File: config.mk
export PLATFORM = sky130hd
export DESIGN_NAME = grid_neighborhood_enumerator
export DESIGN_NICKNAME = d
export VERILOG_FILES = /design/src/hw/rtl/gne_pkg.sv /design/src/hw/rtl/gne_ctrl.sv /design/src/hw/rtl/gne_datapath.sv /design/src/hw/rtl/grid_neighborhood_enumerator.sv
export SDC_FILE = /design/constraint.sdc
export NUM_CORES = 1
export LEC_CHECK = 0
export BUFFER_PORTS_ARGS = -buffer_cell sky130_fd_sc_hd__buf_2
export CORE_ASPECT_RATIO = 0.8
export CORE_MARGIN = 2
export CORE_UTILIZATION = 35
export DETAILED_ROUTE_END_ITERATION = 12
export PLACE_DENSITY = 0.58
export SYNTH_ARGS = -nofsm -noshare
export SYNTH_HDL_FRONTEND = slang
export SYNTH_SLANG_ARGS = --single-unit
File: constraint.sdc
create_clock -name clk -period 9.45 [get_ports clk]
set_clock_uncertainty 0.2 [all_clocks]
set_input_delay 1.4175 -clock clk [delete_from_list [all_inputs] [get_ports clk]]
set_output_delay 1.4175 -clock clk [all_outputs]
set_load 0.01 [all_outputs]
File: src/hw/rtl/gne_pkg.sv
// ----------------------------------------------------------------------------
// gne_pkg
// Shared types, constants and helpers for the grid neighborhood enumerator.
// ----------------------------------------------------------------------------
package gne_pkg;

  localparam int COORD_BITS = 8;
  localparam int SIZE_W     = COORD_BITS + 1;
  localparam int IDX_W      = 16;
  localparam int ST_W       = 2;
  localparam int RAD_W      = 2;
  localparam int CNT_W      = 3;  // window span up to 2*3+1 cells
  localparam int CFG_IDX_W  = 3;
  localparam int CFG_DATA_W = SIZE_W;
  localparam int DIV_STEPS  = IDX_W;
  localparam int DIV_CNT_W  = $clog2(DIV_STEPS);

  localparam logic [SIZE_W-1:0] SIZE_MAX = SIZE_W'(1 << COORD_BITS);

  // result status codes
  localparam logic [ST_W-1:0] ST_VALID   = 2'd0;
  localparam logic [ST_W-1:0] ST_EMPTY   = 2'd1;
  localparam logic [ST_W-1:0] ST_OUTSIDE = 2'd2;

  // configuration register indexes
  localparam logic [CFG_IDX_W-1:0] REG_NUM_DIMS   = 3'd0;
  localparam logic [CFG_IDX_W-1:0] REG_SIZE_OUTER = 3'd1;
  localparam logic [CFG_IDX_W-1:0] REG_SIZE_INNER = 3'd2;
  localparam logic [CFG_IDX_W-1:0] REG_RADIUS     = 3'd3;
  localparam logic [CFG_IDX_W-1:0] REG_WRAP       = 3'd4;
  localparam logic [CFG_IDX_W-1:0] REG_SKIP       = 3'd5;

  // effective (already clamped) configuration
  typedef struct packed {
    logic [SIZE_W-1:0] size_outer;
    logic [SIZE_W-1:0] size_inner;  // 1 in 1-D
    logic [RAD_W-1:0]  radius;
    logic              wrap;
    logic              skip;
  } gne_cfg_t;

  // controller -> datapath
  typedef struct packed {
    logic load_center;
    logic div_step;
    logic setup;
    logic scan_step;
    logic emit_final;
    logic emit_error;
  } gne_cmd_t;

  // datapath -> controller
  typedef struct packed {
    logic in_range;
    logic div_done;
    logic scan_last;
    logic out_free;
  } gne_sts_t;

  function automatic logic [SIZE_W-1:0] clamp_size(input logic [SIZE_W-1:0] s);
    logic [SIZE_W-1:0] r;
    r = s;
    if (s == '0) r = SIZE_W'(1);
    else if (s > SIZE_MAX) r = SIZE_MAX;
    return r;
  endfunction

endpackage

File: src/hw/rtl/gne_ctrl.sv
// ----------------------------------------------------------------------------
// gne_ctrl
// Sequencer: accept, divide, window setup, scan, final word; an error word for a center outside the grid.
// ----------------------------------------------------------------------------
module gne_ctrl (
  input  logic              clk,
  input  logic              rst_n,
  input  logic              in_valid,
  output logic              in_stall,
  input  gne_pkg::gne_sts_t sts,
  output gne_pkg::gne_cmd_t cmd
);
  import gne_pkg::*;

  localparam logic [2:0] S_IDLE  = 3'd0;
  localparam logic [2:0] S_ERR   = 3'd1;
  localparam logic [2:0] S_DIV   = 3'd2;
  localparam logic [2:0] S_SETUP = 3'd3;
  localparam logic [2:0] S_SCAN  = 3'd4;
  localparam logic [2:0] S_FLUSH = 3'd5;

  logic [2:0] state_r, state_nxt;

  assign in_stall = (state_r != S_IDLE);

  always_comb begin
    state_nxt = state_r;
    cmd       = '0;
    unique case (state_r)
      S_IDLE: begin
        if (in_valid) begin
          cmd.load_center = 1'b1;
          state_nxt = sts.in_range ? S_DIV : S_ERR;
        end
      end
      S_ERR: begin
        if (sts.out_free) begin
          cmd.emit_error = 1'b1;
          state_nxt = S_IDLE;
        end
      end
      S_DIV: begin
        cmd.div_step = 1'b1;
        if (sts.div_done) state_nxt = S_SETUP;
      end
      S_SETUP: begin
        cmd.setup = 1'b1;
        state_nxt = S_SCAN;
      end
      S_SCAN: begin
        if (sts.out_free) begin
          cmd.scan_step = 1'b1;
          if (sts.scan_last) state_nxt = S_FLUSH;
        end
      end
      S_FLUSH: begin
        if (sts.out_free) begin
          cmd.emit_final = 1'b1;
          state_nxt = S_IDLE;
        end
      end
      default: state_nxt = S_IDLE;
    endcase
  end

  always_ff @(posedge clk) begin
    if (!rst_n) state_r <= S_IDLE;
    else state_r <= state_nxt;
  end

endmodule

File: src/hw/rtl/gne_datapath.sv
// ----------------------------------------------------------------------------
// gne_datapath
// Restoring divider, window counters, index build, pending and output words.
// ----------------------------------------------------------------------------
module gne_datapath (
  input  logic                       clk,
  input  logic                       rst_n,
  input  gne_pkg::gne_cfg_t          cfg,
  input  logic [gne_pkg::IDX_W-1:0]  in_center_index,
  input  gne_pkg::gne_cmd_t          cmd,
  output gne_pkg::gne_sts_t          sts,
  output logic                       out_valid,
  input  logic                       out_stall,
  output logic [gne_pkg::IDX_W-1:0]  out_neighbor_index,
  output logic [gne_pkg::ST_W-1:0]   out_status,
  output logic                       out_last_of_run
);
  import gne_pkg::*;

  typedef struct packed {
    logic [COORD_BITS-1:0] start;
    logic [CNT_W-1:0]      span_m1;
  } dim_win_t;

  function automatic dim_win_t dim_setup(input logic [COORD_BITS-1:0] c,
                                         input logic [SIZE_W-1:0] sz,
                                         input logic [RAD_W-1:0] r,
                                         input logic wrap);
    dim_win_t           w;
    logic signed [SIZE_W:0] v;
    logic [SIZE_W-1:0]  room;
    logic [RAD_W-1:0]   lo_m;
    logic [RAD_W-1:0]   hi;
    logic [SIZE_W-1:0]  full;
    full = SIZE_W'({r, 1'b0}) + SIZE_W'(1);
    if (wrap) begin
      v = $signed({2'b00, c}) - $signed({{(SIZE_W-1){1'b0}}, r});
      for (int k = 0; k < 3; k++) begin
        if (v < 0) v = v + $signed({1'b0, sz});
      end
      w.start   = v[COORD_BITS-1:0];
      w.span_m1 = (sz < full) ? CNT_W'(sz - SIZE_W'(1)) : CNT_W'({r, 1'b0});
    end else begin
      lo_m = ({1'b0, c} < SIZE_W'(r)) ? c[RAD_W-1:0] : r;
      room = sz - SIZE_W'(1) - {1'b0, c};
      hi   = (room < SIZE_W'(r)) ? room[RAD_W-1:0] : r;
      w.start   = c - COORD_BITS'(lo_m);
      w.span_m1 = CNT_W'(lo_m) + CNT_W'(hi);
    end
    return w;
  endfunction

  function automatic logic [COORD_BITS-1:0] coord_inc(input logic [COORD_BITS-1:0] x,
                                                      input logic [SIZE_W-1:0] sz);
    logic [SIZE_W-1:0] n;
    n = {1'b0, x} + SIZE_W'(1);
    return (n == sz) ? '0 : n[COORD_BITS-1:0];
  endfunction

  // range check
  logic [IDX_W:0] total;
  assign total = (IDX_W+1)'(cfg.size_outer) * (IDX_W+1)'(cfg.size_inner);

  // divider
  logic [IDX_W-1:0]     center_r;
  logic [IDX_W-1:0]     dvd_r, dvd_nxt;
  logic [SIZE_W-1:0]    rem_r, rem_nxt;
  logic [DIV_CNT_W-1:0] div_cnt_r;
  logic [SIZE_W:0]      rem_sh;
  logic                 ge;

  assign rem_sh  = {rem_r, dvd_r[IDX_W-1]};
  assign ge      = (rem_sh >= {1'b0, cfg.size_inner});
  assign rem_nxt = ge ? SIZE_W'(rem_sh - {1'b0, cfg.size_inner}) : rem_sh[SIZE_W-1:0];
  assign dvd_nxt = {dvd_r[IDX_W-2:0], ge};

  // window walk
  dim_win_t w0, w1;
  logic [COORD_BITS-1:0] x0_r, x1_r, start1_r;
  logic [CNT_W-1:0]      k0_r, k1_r, span1_r;

  assign w0 = dim_setup(dvd_r[COORD_BITS-1:0], cfg.size_outer, cfg.radius, cfg.wrap);
  assign w1 = dim_setup(rem_r[COORD_BITS-1:0], cfg.size_inner, cfg.radius, cfg.wrap);

  logic [IDX_W-1:0] cell_idx;
  logic             kept;
  assign cell_idx = IDX_W'(x0_r) * IDX_W'(cfg.size_inner) + IDX_W'(x1_r);
  assign kept     = !(cfg.skip && (cell_idx == center_r));

  // words
  logic             pend_v_r;
  logic [IDX_W-1:0] pend_idx_r;
  logic             out_valid_r;
  logic [IDX_W-1:0] out_idx_r;
  logic [ST_W-1:0]  out_st_r;
  logic             out_last_r;
  logic             out_free;

  assign out_free = !out_valid_r || !out_stall;

  assign sts.in_range  = ({1'b0, in_center_index} < total);
  assign sts.div_done  = (div_cnt_r == DIV_CNT_W'(DIV_STEPS - 1));
  assign sts.scan_last = (k0_r == '0) && (k1_r == '0);
  assign sts.out_free  = out_free;

  always_ff @(posedge clk) begin
    if (cmd.load_center) begin
      center_r  <= in_center_index;
      dvd_r     <= in_center_index;
      rem_r     <= '0;
      div_cnt_r <= '0;
    end else if (cmd.div_step) begin
      dvd_r     <= dvd_nxt;
      rem_r     <= rem_nxt;
      div_cnt_r <= div_cnt_r + DIV_CNT_W'(1);
    end

    if (cmd.setup) begin
      x0_r     <= w0.start;
      x1_r     <= w1.start;
      k0_r     <= w0.span_m1;
      k1_r     <= w1.span_m1;
      start1_r <= w1.start;
      span1_r  <= w1.span_m1;
    end else if (cmd.scan_step) begin
      if (k1_r != '0) begin
        x1_r <= coord_inc(x1_r, cfg.size_inner);
        k1_r <= k1_r - CNT_W'(1);
      end else if (k0_r != '0) begin
        x0_r <= coord_inc(x0_r, cfg.size_outer);
        k0_r <= k0_r - CNT_W'(1);
        x1_r <= start1_r;
        k1_r <= span1_r;
      end
    end
  end

  // one word of lookahead so the last kept cell gets last_of_run
  always_ff @(posedge clk) begin
    if (!rst_n) begin
      pend_v_r    <= 1'b0;
      out_valid_r <= 1'b0;
    end else begin
      if (cmd.scan_step && kept) begin
        pend_v_r   <= 1'b1;
        pend_idx_r <= cell_idx;
      end else if (cmd.emit_final) begin
        pend_v_r   <= 1'b0;
      end

      if (cmd.scan_step && kept && pend_v_r) begin
        out_valid_r <= 1'b1;
        out_idx_r   <= pend_idx_r;
        out_st_r    <= ST_VALID;
        out_last_r  <= 1'b0;
      end else if (cmd.emit_final) begin
        out_valid_r <= 1'b1;
        out_idx_r   <= pend_v_r ? pend_idx_r : '0;
        out_st_r    <= pend_v_r ? ST_VALID : ST_EMPTY;
        out_last_r  <= 1'b1;
      end else if (cmd.emit_error) begin
        out_valid_r <= 1'b1;
        out_idx_r   <= '0;
        out_st_r    <= ST_OUTSIDE;
        out_last_r  <= 1'b1;
      end else if (!out_stall) begin
        out_valid_r <= 1'b0;
      end
    end
  end

  assign out_valid          = out_valid_r;
  assign out_neighbor_index = out_idx_r;
  assign out_status         = out_st_r;
  assign out_last_of_run    = out_last_r;

endmodule

File: src/hw/rtl/grid_neighborhood_enumerator.sv
// ----------------------------------------------------------------------------
// grid_neighborhood_enumerator
// Splits a flat row-major center index into coordinates and walks the square
// window around it, one neighbor word per cycle while out_stall is low, inner dimension fastest.
// ----------------------------------------------------------------------------
//
//  channel  ports                                       direction  handshake
//  -------  ------------------------------------------  ---------  -----------
//  in       in_center_index                             input      valid/stall
//  out      out_neighbor_index, out_status, out_last..  output     valid/stall
//  cfg      cfg_we, cfg_index, cfg_wdata                input      write only
//
//  Sequence: a center passes through accept, 16 divide steps, setup, one step
//  per window cell (1..49) and a final word; the divider is bit-serial and
//  the walk visits one window cell per step.
//  A center outside the grid skips the divide and gives one status word.
//  Reset (rst_n low, synchronous) returns to idle and loads the register
//  defaults: 2-D, 16 x 16, radius 1, wrap on, skip off.
//  out_stall freezes the walk; the input is taken only while idle.
//
module grid_neighborhood_enumerator (
  input  logic                          clk,
  input  logic                          rst_n,
  input  logic                          in_valid,
  output logic                          in_stall,
  input  logic [gne_pkg::IDX_W-1:0]     in_center_index,
  output logic                          out_valid,
  input  logic                          out_stall,
  output logic [gne_pkg::IDX_W-1:0]     out_neighbor_index,
  output logic [gne_pkg::ST_W-1:0]      out_status,
  output logic                          out_last_of_run,
  input  logic                          cfg_we,
  input  logic [gne_pkg::CFG_IDX_W-1:0] cfg_index,
  input  logic [gne_pkg::CFG_DATA_W-1:0] cfg_wdata
);
  import gne_pkg::*;

  // raw register file, as written
  logic [1:0]        num_dims_r;
  logic [SIZE_W-1:0] size_outer_r;
  logic [SIZE_W-1:0] size_inner_r;
  logic [RAD_W-1:0]  radius_r;
  logic              wrap_r;
  logic              skip_r;

  always_ff @(posedge clk) begin
    if (!rst_n) begin
      num_dims_r   <= 2'd2;
      size_outer_r <= SIZE_W'(16);
      size_inner_r <= SIZE_W'(16);
      radius_r     <= RAD_W'(1);
      wrap_r       <= 1'b1;
      skip_r       <= 1'b0;
    end else if (cfg_we) begin
      unique case (cfg_index)
        REG_NUM_DIMS:   num_dims_r   <= cfg_wdata[1:0];
        REG_SIZE_OUTER: size_outer_r <= cfg_wdata;
        REG_SIZE_INNER: size_inner_r <= cfg_wdata;
        REG_RADIUS:     radius_r     <= cfg_wdata[RAD_W-1:0];
        REG_WRAP:       wrap_r       <= cfg_wdata[0];
        REG_SKIP:       skip_r       <= cfg_wdata[0];
        default: ;  // unknown index: ignored
      endcase
    end
  end

  // effective config: num_dims 0 acts as 1, 3 as 2; sizes clamped to 1..256;
  // 1-D forces the inner size to 1 so the flat index is the outer coordinate
  gne_cfg_t cfg;
  assign cfg.size_outer = clamp_size(size_outer_r);
  assign cfg.size_inner = num_dims_r[1] ? clamp_size(size_inner_r) : SIZE_W'(1);
  assign cfg.radius     = radius_r;
  assign cfg.wrap       = wrap_r;
  assign cfg.skip       = skip_r;

  gne_cmd_t cmd;
  gne_sts_t sts;

  gne_ctrl u_ctrl (
    .clk      (clk),
    .rst_n    (rst_n),
    .in_valid (in_valid),
    .in_stall (in_stall),
    .sts      (sts),
    .cmd      (cmd)
  );

  gne_datapath u_dp (
    .clk                (clk),
    .rst_n              (rst_n),
    .cfg                (cfg),
    .in_center_index    (in_center_index),
    .cmd                (cmd),
    .sts                (sts),
    .out_valid          (out_valid),
    .out_stall          (out_stall),
    .out_neighbor_index (out_neighbor_index),
    .out_status         (out_status),
    .out_last_of_run    (out_last_of_run)
  );

endmodule
; ---- Yosys cells after proc, flatten, opt, wreduce, memory -nomap -nowiden
; Index checks and enable logic that the tools add are counted.
[classes]
mul = 2
n_reduce_logical = 35
muxes = 74
n_div = 0
n_lt_le_gt_ge = 16
n_eq_ne = 21
n_shift = 0
add_sub_neg = 24
n_bitwise = 0
[ops]
columns = op, n
row1 = 16-bit two-way mux, 6
row2 = 8-bit two-way mux, 12
row3 = 10-bit two-way mux, 8
row4 = 9-bit two-way mux, 6
row5 = 3-bit two-way mux, 15
row6 = 10-bit by 1-bit < comparator with 1-bit output (second input constant), 4
row7 = 11-bit two-way mux, 2
row8 = 10-bit adder, 2
row9 = 9-bit by 10-bit adder with 10-bit output, 2
row10 = 8-bit by 1-bit adder with 9-bit output (second input constant), 2
row11 = 9-bit == test, 2
row12 = 9-bit > comparator (second input constant), 2
row13 = 9-bit logical NOT, 2
row14 = 9-bit by 1-bit < comparator with 1-bit output (second input constant), 2
row15 = 9-bit by 2-bit < comparator with 1-bit output, 2
row16 = 9-bit by 4-bit < comparator with 1-bit output, 2
row17 = 2-bit AND reduction, 9
row18 = 8-bit by 2-bit subtractor with 9-bit output, 2
row19 = 9-bit by 1-bit subtractor with 9-bit output (second input constant), 2
row20 = 9-bit by 8-bit subtractor with 9-bit output, 2
row21 = 16-bit by 17-bit < comparator with 1-bit output, 1
row22 = 9-bit by 9-bit multiplier with 17-bit output, 1
row23 = 1-bit two-way mux, 17
row24 = 16-bit by 8-bit adder with 16-bit output, 1
row25 = other kinds (29), 66
[word_totals]
latch_bits = 0
mem_bits_ro = 0
inputBits = 33
ff_bits = 142
mem_count = 0
ram_bits = 0
out_inout_bits = 21

; ---- Depth between registers and ports, before layout
[logic_depth]
depth_word = 14
mapped_depth = 29

; ---- Cells and area by module
; Synthesis repeated with hierarchy kept, for this count alone.
[hier_totals]
hier_cells = 1869
hier_area_um2 = 16684.8
[by_module_without_submodules]
columns = module, area_each_um2, instances, cells_each, seq_area_each_um2
row1 = gne_datapath, 15383.5, 1, 1725, 3303.2
row2 = grid_neighborhood_enumerator, 1101.1, 1, 118, 460.4
row3 = gne_ctrl, 200.2, 1, 26, 60.1

; ---- Least setup slack after synthesis
; No wires, ideal clock.
[synth_timing]
path_type = reg-to-reg
start = reg size_inner_r[4]
end = reg u_dp.out_last_r (netlist: u_dp.out_last_of_run), enable pin
path_buffers = 2
arrival_time_ns = 6.494
stages_incl_launch_ff = 20
synth_period_minus_slack_ns = 7.032
path_slack_ns = 2.418
setup_ns = 0.339
path_cell_list = dfxtp_1 -> or4_1 -> o221ai_1 -> clkbuf_1 -> nand2_1 -> fa_1 -> fa_1 -> inv_1 -> fa_1 -> inv_1 -> fa_1 -> inv_1 -> ha_1 -> clkbuf_1 -> xnor3_1 -> or4_1 -> nor4_1 -> nand4_1 -> and3_1 -> o21a_1
[synth_between]
elab_chain_cells = 13
word_cells_on_any_way = 14
cone_classes = 1 x add/sub / 1 x mul / 1 x order compare / 1 x eq/ne / 3 x mux / 7 x reduce/logical
[synth_lines]
columns = element, line
row1 = from (decl), grid_neighborhood_enumerator.sv:41  ; logic [SIZE_W-1:0] size_inner_r;
row2 = from (signal assigned), grid_neighborhood_enumerator.sv:58  ; REG_SIZE_INNER: size_inner_r <= cfg_wdata;
row3 = 9-bit > comparator, gne_pkg.sv:64  ; else if (s > SIZE_MAX) r = SIZE_MAX;
row4 = 9-bit two-way mux, gne_pkg.sv:64
row5 = 9-bit two-way mux *, gne_pkg.sv:63  ; if (s == '0) r = SIZE_W'(1);
row6 = 9-bit two-way mux *, grid_neighborhood_enumerator.sv:71  ; assign cfg.size_inner = num_dims_r[1] ? clamp_size(size_inner_r) : SIZE_W'(1);
row7 = 8-bit by 9-bit multiplier with 16-bit output *, gne_datapath.sv:87  ; assign cell_idx = IDX_W'(x0_r) * IDX_W'(cfg.size_inner) + IDX_W'(x1_r);
row8 = 16-bit by 8-bit adder with 16-bit output *, gne_datapath.sv:87
row9 = 16-bit == test *, gne_datapath.sv:88  ; assign kept = !(cfg.skip && (cell_idx == center_r));
row10 = 1-bit logical AND *, gne_datapath.sv:88
row11 = 1-bit logical NOT *, gne_datapath.sv:88
row12 = 1-bit logical AND * (2 in series), gne_datapath.sv:151  ; if (cmd.scan_step && kept && pend_v_r) begin
row13 = 3-bit nonzero test (no line) *, --
row14 = 2-bit AND reduction (no line) *, --
row15 = to (signal assigned), gne_datapath.sv:155  ; out_last_r <= 1'b0;
row16 = to (signal assigned), gne_datapath.sv:160  ; out_last_r <= 1'b1;
row17 = to (signal assigned), gne_datapath.sv:165  ; out_last_r <= 1'b1;
row18 = to (decl), gne_datapath.sv:96  ; logic out_last_r;
; Mark *: on every way between the ends. The rest lies on a longest branch, timed or not.
; A chain may end at the register's enable or synchronous reset.

; ---- Worst setup path in the final report
[layout_timing]
start = reg size_inner_r[8]
end = reg u_dp.out_idx_r[3] (netlist: u_dp.out_neighbor_index[3]), enable pin
[layout_between]
elab_chain_cells = 13
word_cells_on_any_way = 14
cone_classes = 1 x add/sub / 1 x mul / 1 x order compare / 1 x eq/ne / 3 x mux / 7 x reduce/logical
[layout_lines]
columns = element, line
row1 = 9-bit > comparator, gne_pkg.sv:64
row2 = 9-bit two-way mux, gne_pkg.sv:64
row3 = 9-bit two-way mux *, gne_pkg.sv:63
row4 = 9-bit two-way mux *, grid_neighborhood_enumerator.sv:71
row5 = 8-bit by 9-bit multiplier with 16-bit output *, gne_datapath.sv:87
row6 = 16-bit by 8-bit adder with 16-bit output *, gne_datapath.sv:87
row7 = 16-bit == test *, gne_datapath.sv:88
row8 = 1-bit logical AND *, gne_datapath.sv:88
row9 = 1-bit logical NOT *, gne_datapath.sv:88
row10 = 1-bit logical AND * (2 in series), gne_datapath.sv:151
row11 = 3-bit nonzero test (no line) *, --
row12 = 2-bit AND reduction (no line) *, --
row13 = to (signal assigned), gne_datapath.sv:153  ; out_idx_r <= pend_idx_r;
row14 = to (signal assigned), gne_datapath.sv:158  ; out_idx_r <= pend_v_r ? pend_idx_r : '0;
row15 = to (decl), gne_datapath.sv:94  ; logic [IDX_W-1:0] out_idx_r;
; Marks and branches as above.

==> key figures <==
Outcome
  – Status: finished clean

Routing
  – Avg Vias per Cell: 5.391
  – WL/cell: 19.06 um
  – Post-DRT Antenna Nets: 0
  – # DRC: 0
  – Pre-Repair DR Iteration Count: 5
  – DRT Wirelength: 50.37 mm
  – Iter 0 DRT Violations: 1288
  – Vias: 14249

STA
  – Endpoints failing setup: 0
  – RSZ-0062 raised after global routing: no
  – Tightest Pin Transition: 1.106 ns
  – Final Max Tran Viols: 0
  – Final hold vios: 0
  – Final TNS setup: 0 ns
  – Worst slew margin: 0.2617
  – FMAX: 123.3 MHz
  – Fin crit share: 0.8585
  – Post-layout min period: 8.113 ns

Power
  – Logic pwr share: 0.683
  – PwrDens: 278.6 nW/um2
  – Part of the power in registers: 0.189
  – Leakage: 8.271 nW
  – Peak supply drop: 0.0002330 V
  – Clock share of power: 0.128
  – Internal power component: 2.706 mW
  – Switching Fraction: 0.4751
  – NetSw: 2.449 mW

Placed design
  – Placer congestion estimate: 0.9549
  – Hpwl dp: 39.99 mm
  – Placed cells: 2611
  – Port buffer count: 53

GRT
  – Global route total overflow: 0
  – Global-route wire length before repair: 79.41 mm
  – Largest net degree at the start of global routing: 33
  – Total GRT Usage: 0.2036
  – Initial antenna violation count: 0
  – Vias in the first global route: 14211

Logic synthesis
  – Total of warnings raised by yosys: 0
  – Synth Area in XOR/XNOR: 0.08247
  – Synth Area in Compound Gates: 0.1395
  – Post-synthesis mux area share: 0.02952
  – Cell variety after synth: 79
  – Cells after Synth: 1991
  – Largest cells by area after synthesis: edfxtp_1 18%, ha_1 14%, fa_1 13%
  – Mapped Nets: 2324
  – Post-synth EDFFs: 100
  – Simple logic cell fraction of the synthesized area: 0.1817
  – Asr flop ratio synth: 0
  – Post-Synth Adder-Cell Area: 0.2694
  – Largest family of logic cells by synthesized area: adder cells
  – Yosys top cell area share: 0.1758
  – Yosys reg bits: 141
  – Sequential share of the synthesized area: 0.2238
  – Syn avg cell area: 8.580 um2
  – Area leader, netlist: edfxtp_1
  – Mapped cell area: 17080 um2
  – Synth Flop Type: edfxtp_1

Worst setup path
  – Worst EP arrival: 7.99 ns
  – R2R depth: 22
  – Startpoint type of the worst setup path: flip-flop
  – CP Capture Type: flip-flop
  – Worst setup path class: flip-flop to flip-flop
  – Crit Path Max Fanout: 19
  – Data required time of the worst path: 9.33 ns

Die
  – Io pins: 54
  – Initial Util: 0.3538
  – Die area: 50600 um2
  – Die Wd: 251 um
  – Die height: 201.6 um
  – # rows: 72
  – Core Area: 48290 um2

Clock network
  – Hold Buf Count CTS: 0
  – PostCTS Resize Cnt: 0
  – Worst-Skew Late Latency: 0.45 ns
  – CTS Sinks: 141
  – CTS tree: built
  – Max clock buf depth: 2
  – H-tree Lvls: 4
  – Clock-pin slew on the worst setup and hold paths: 0.07 ns
  – CTS Buf Count: 17
  – Post-CTS setup buffers: 0
  – Root Buffer: clkbuf_16

Final layout
  – Fraction of layout cells with a size suffix above 1: 0.07001
  – Layout area overhead: 8.321%
  – Fillers: 4902
  – Ant diodes: 0
  – Layout net count: 2334
  – Final std cells w/o fill: 2643

Hold path
  – Hold Crit Depth: 2
  – Worst min-delay path category: flip-flop to flip-flop

Flow run
  – # Max-Cap Violations: 0
## flip-flops by register name, indices dropped and copies added, names as in the netlist
name,flops
u_dp.out_valid,1
u_dp.x1_r,8
skip_r,1
u_dp.dvd_r,16
wrap_r,1
u_dp.k1_r,3
u_dp.rem_r,9
u_dp.center_r,16
u_dp.span1_r,3
u_dp.out_last_of_run,1
radius_r,2
u_dp.div_cnt_r,4
size_inner_r,9
u_ctrl.state_r,3
num_dims_r,1
u_dp.pend_idx_r,16
u_dp.k0_r,3
u_dp.start1_r,8
u_dp.pend_v_r,1
u_dp.out_neighbor_index,16
u_dp.x0_r,8
u_dp.out_status,2
size_outer_r,9
## cells in the mapped netlist, types with 31 or more instances
master / instances
a21oi_1: 95
and2_1: 33
clkbuf_1: 70
dfxtp_1: 41
edfxtp_1: 100
fa_1: 113
ha_1: 187
inv_1: 242
nand2_1: 259
nand3_1: 55
nand4_1: 31
nor2_1: 132
o21ai_0: 67
xnor2_1: 117
xor2_1: 31
## critical path: stages, from the launching register on
cell	delay, ns
dfxtp_1	0.54
nor2b_1	0.20
nand2_1	0.58
inv_1	0.61
and2_1	0.37
fa_1	0.54
inv_1	0.05
fa_1	0.47
inv_1	0.06
fa_1	0.53
inv_1	0.05
fa_1	0.52
inv_1	0.04
ha_1	0.40
nand3_1	0.14
o211ai_1	0.39
o21ai_0	0.17
a221o_1	0.38
xnor3_1	0.20
nand4_1	0.09
buf_4	0.22
and3_1	0.27
o21a_1	0.69
## worst paths after layout
kind                          start                         end  slack (ns)
setup / recovery    size_inner_r[8]  u_dp.out_neighbor_index[3]        1.34
hold / removal    u_dp.div_cnt_r[1]           u_dp.div_cnt_r[1]        0.28
setup reg to reg    size_inner_r[8]  u_dp.out_neighbor_index[3]        1.34
hold reg to reg   u_dp.div_cnt_r[1]           u_dp.div_cnt_r[1]        0.28
## cell usage in the layout, fill, tap and decap left out, drive strengths merged, types with 7 or more instances in the layout
cell type,n
nand2,259
inv,252
ha,187
nor2,132
xnor2,117
fa,113
edfxtp,100
a21oi,95
buf,69
o21ai,68
nand3,55
dfxtp,41
and2,34
xor2,31
nand4,31
mux2i,29
nor3,29
nor2b,28
a21boi,27
a21o,25
and3,19
mux2,19
nand2b,18
a211oi,18
clkbuf,18
o21a,17
a31oi,14
o211ai,13
nor4,11
o21bai,9
clkinv,9
o22ai,8
or3,8
or4,7
a221oi,7
or2,7
## layout make-up
class,instances,area (um2),area share
sequential,141,3824,0.2066
clock buffer,18,429.2,0.02319
tap,629,787.0,0.04253
clock inverter,14,123.9,0.006694
inverter,252,945.9,0.05112
timing repair buffer,69,385.4,0.02083
multi-input combinational,1520,12010,0.6490
## stage by stage
step / utilization / total power, mW / hold WS (ns) / area (um2) / setup slack [ns]
2_1_floorplan: - / 3.683 / 0.2435 / 17080 / 2.418
3_3_place_gp: 0.3718 / 4.367 / 0.2560 / 17950 / 1.813
3_5_place_dp: 0.3718 / 4.442 / 0.2693 / 17950 / 1.412
4_1_cts: 0.3832 / 5.127 / 0.2783 / 18500 / 1.409
5_1_grt: 0.3832 / 5.615 / 0.3049 / 18500 / 0.8291
6_report: 0.3832 / 5.155 / 0.2847 / 18500 / 1.337
## power groups by stage
stage / clock network [mW] / registers [mW] / logic, mW
after floorplan: 0 / 0.915 / 2.77
after global placement: 0 / 0.984 / 3.38
after detailed placement: 0 / 0.986 / 3.46
after CTS: 0.671 / 0.973 / 3.48
after global routing: 0.697 / 0.991 / 3.93
final: 0.658 / 0.976 / 3.52
## metal layers
layer	share of wire	up-vias	GRT usage	routed length (um)
met3	0.070	62	0.04657	3518
met4	0.022	0	0.05719	1102
met1	0.48	6938	0.2875	24070
met5	0	-	0	0
met2	0.43	428	0.3107	21680
li1	-	6821	-	-
## logic make-up after synthesis
| group | after synthesis |
|---|---|
| simple gates | 660 |
| compound gates | 359 |
| buf+inv | 330 |
| fa+ha+maj | 300 |
| xor+xnor | 153 |
| flops | 141 |
| mux | 48 |
Note: power is estimated with default switching activity, not from simulation.
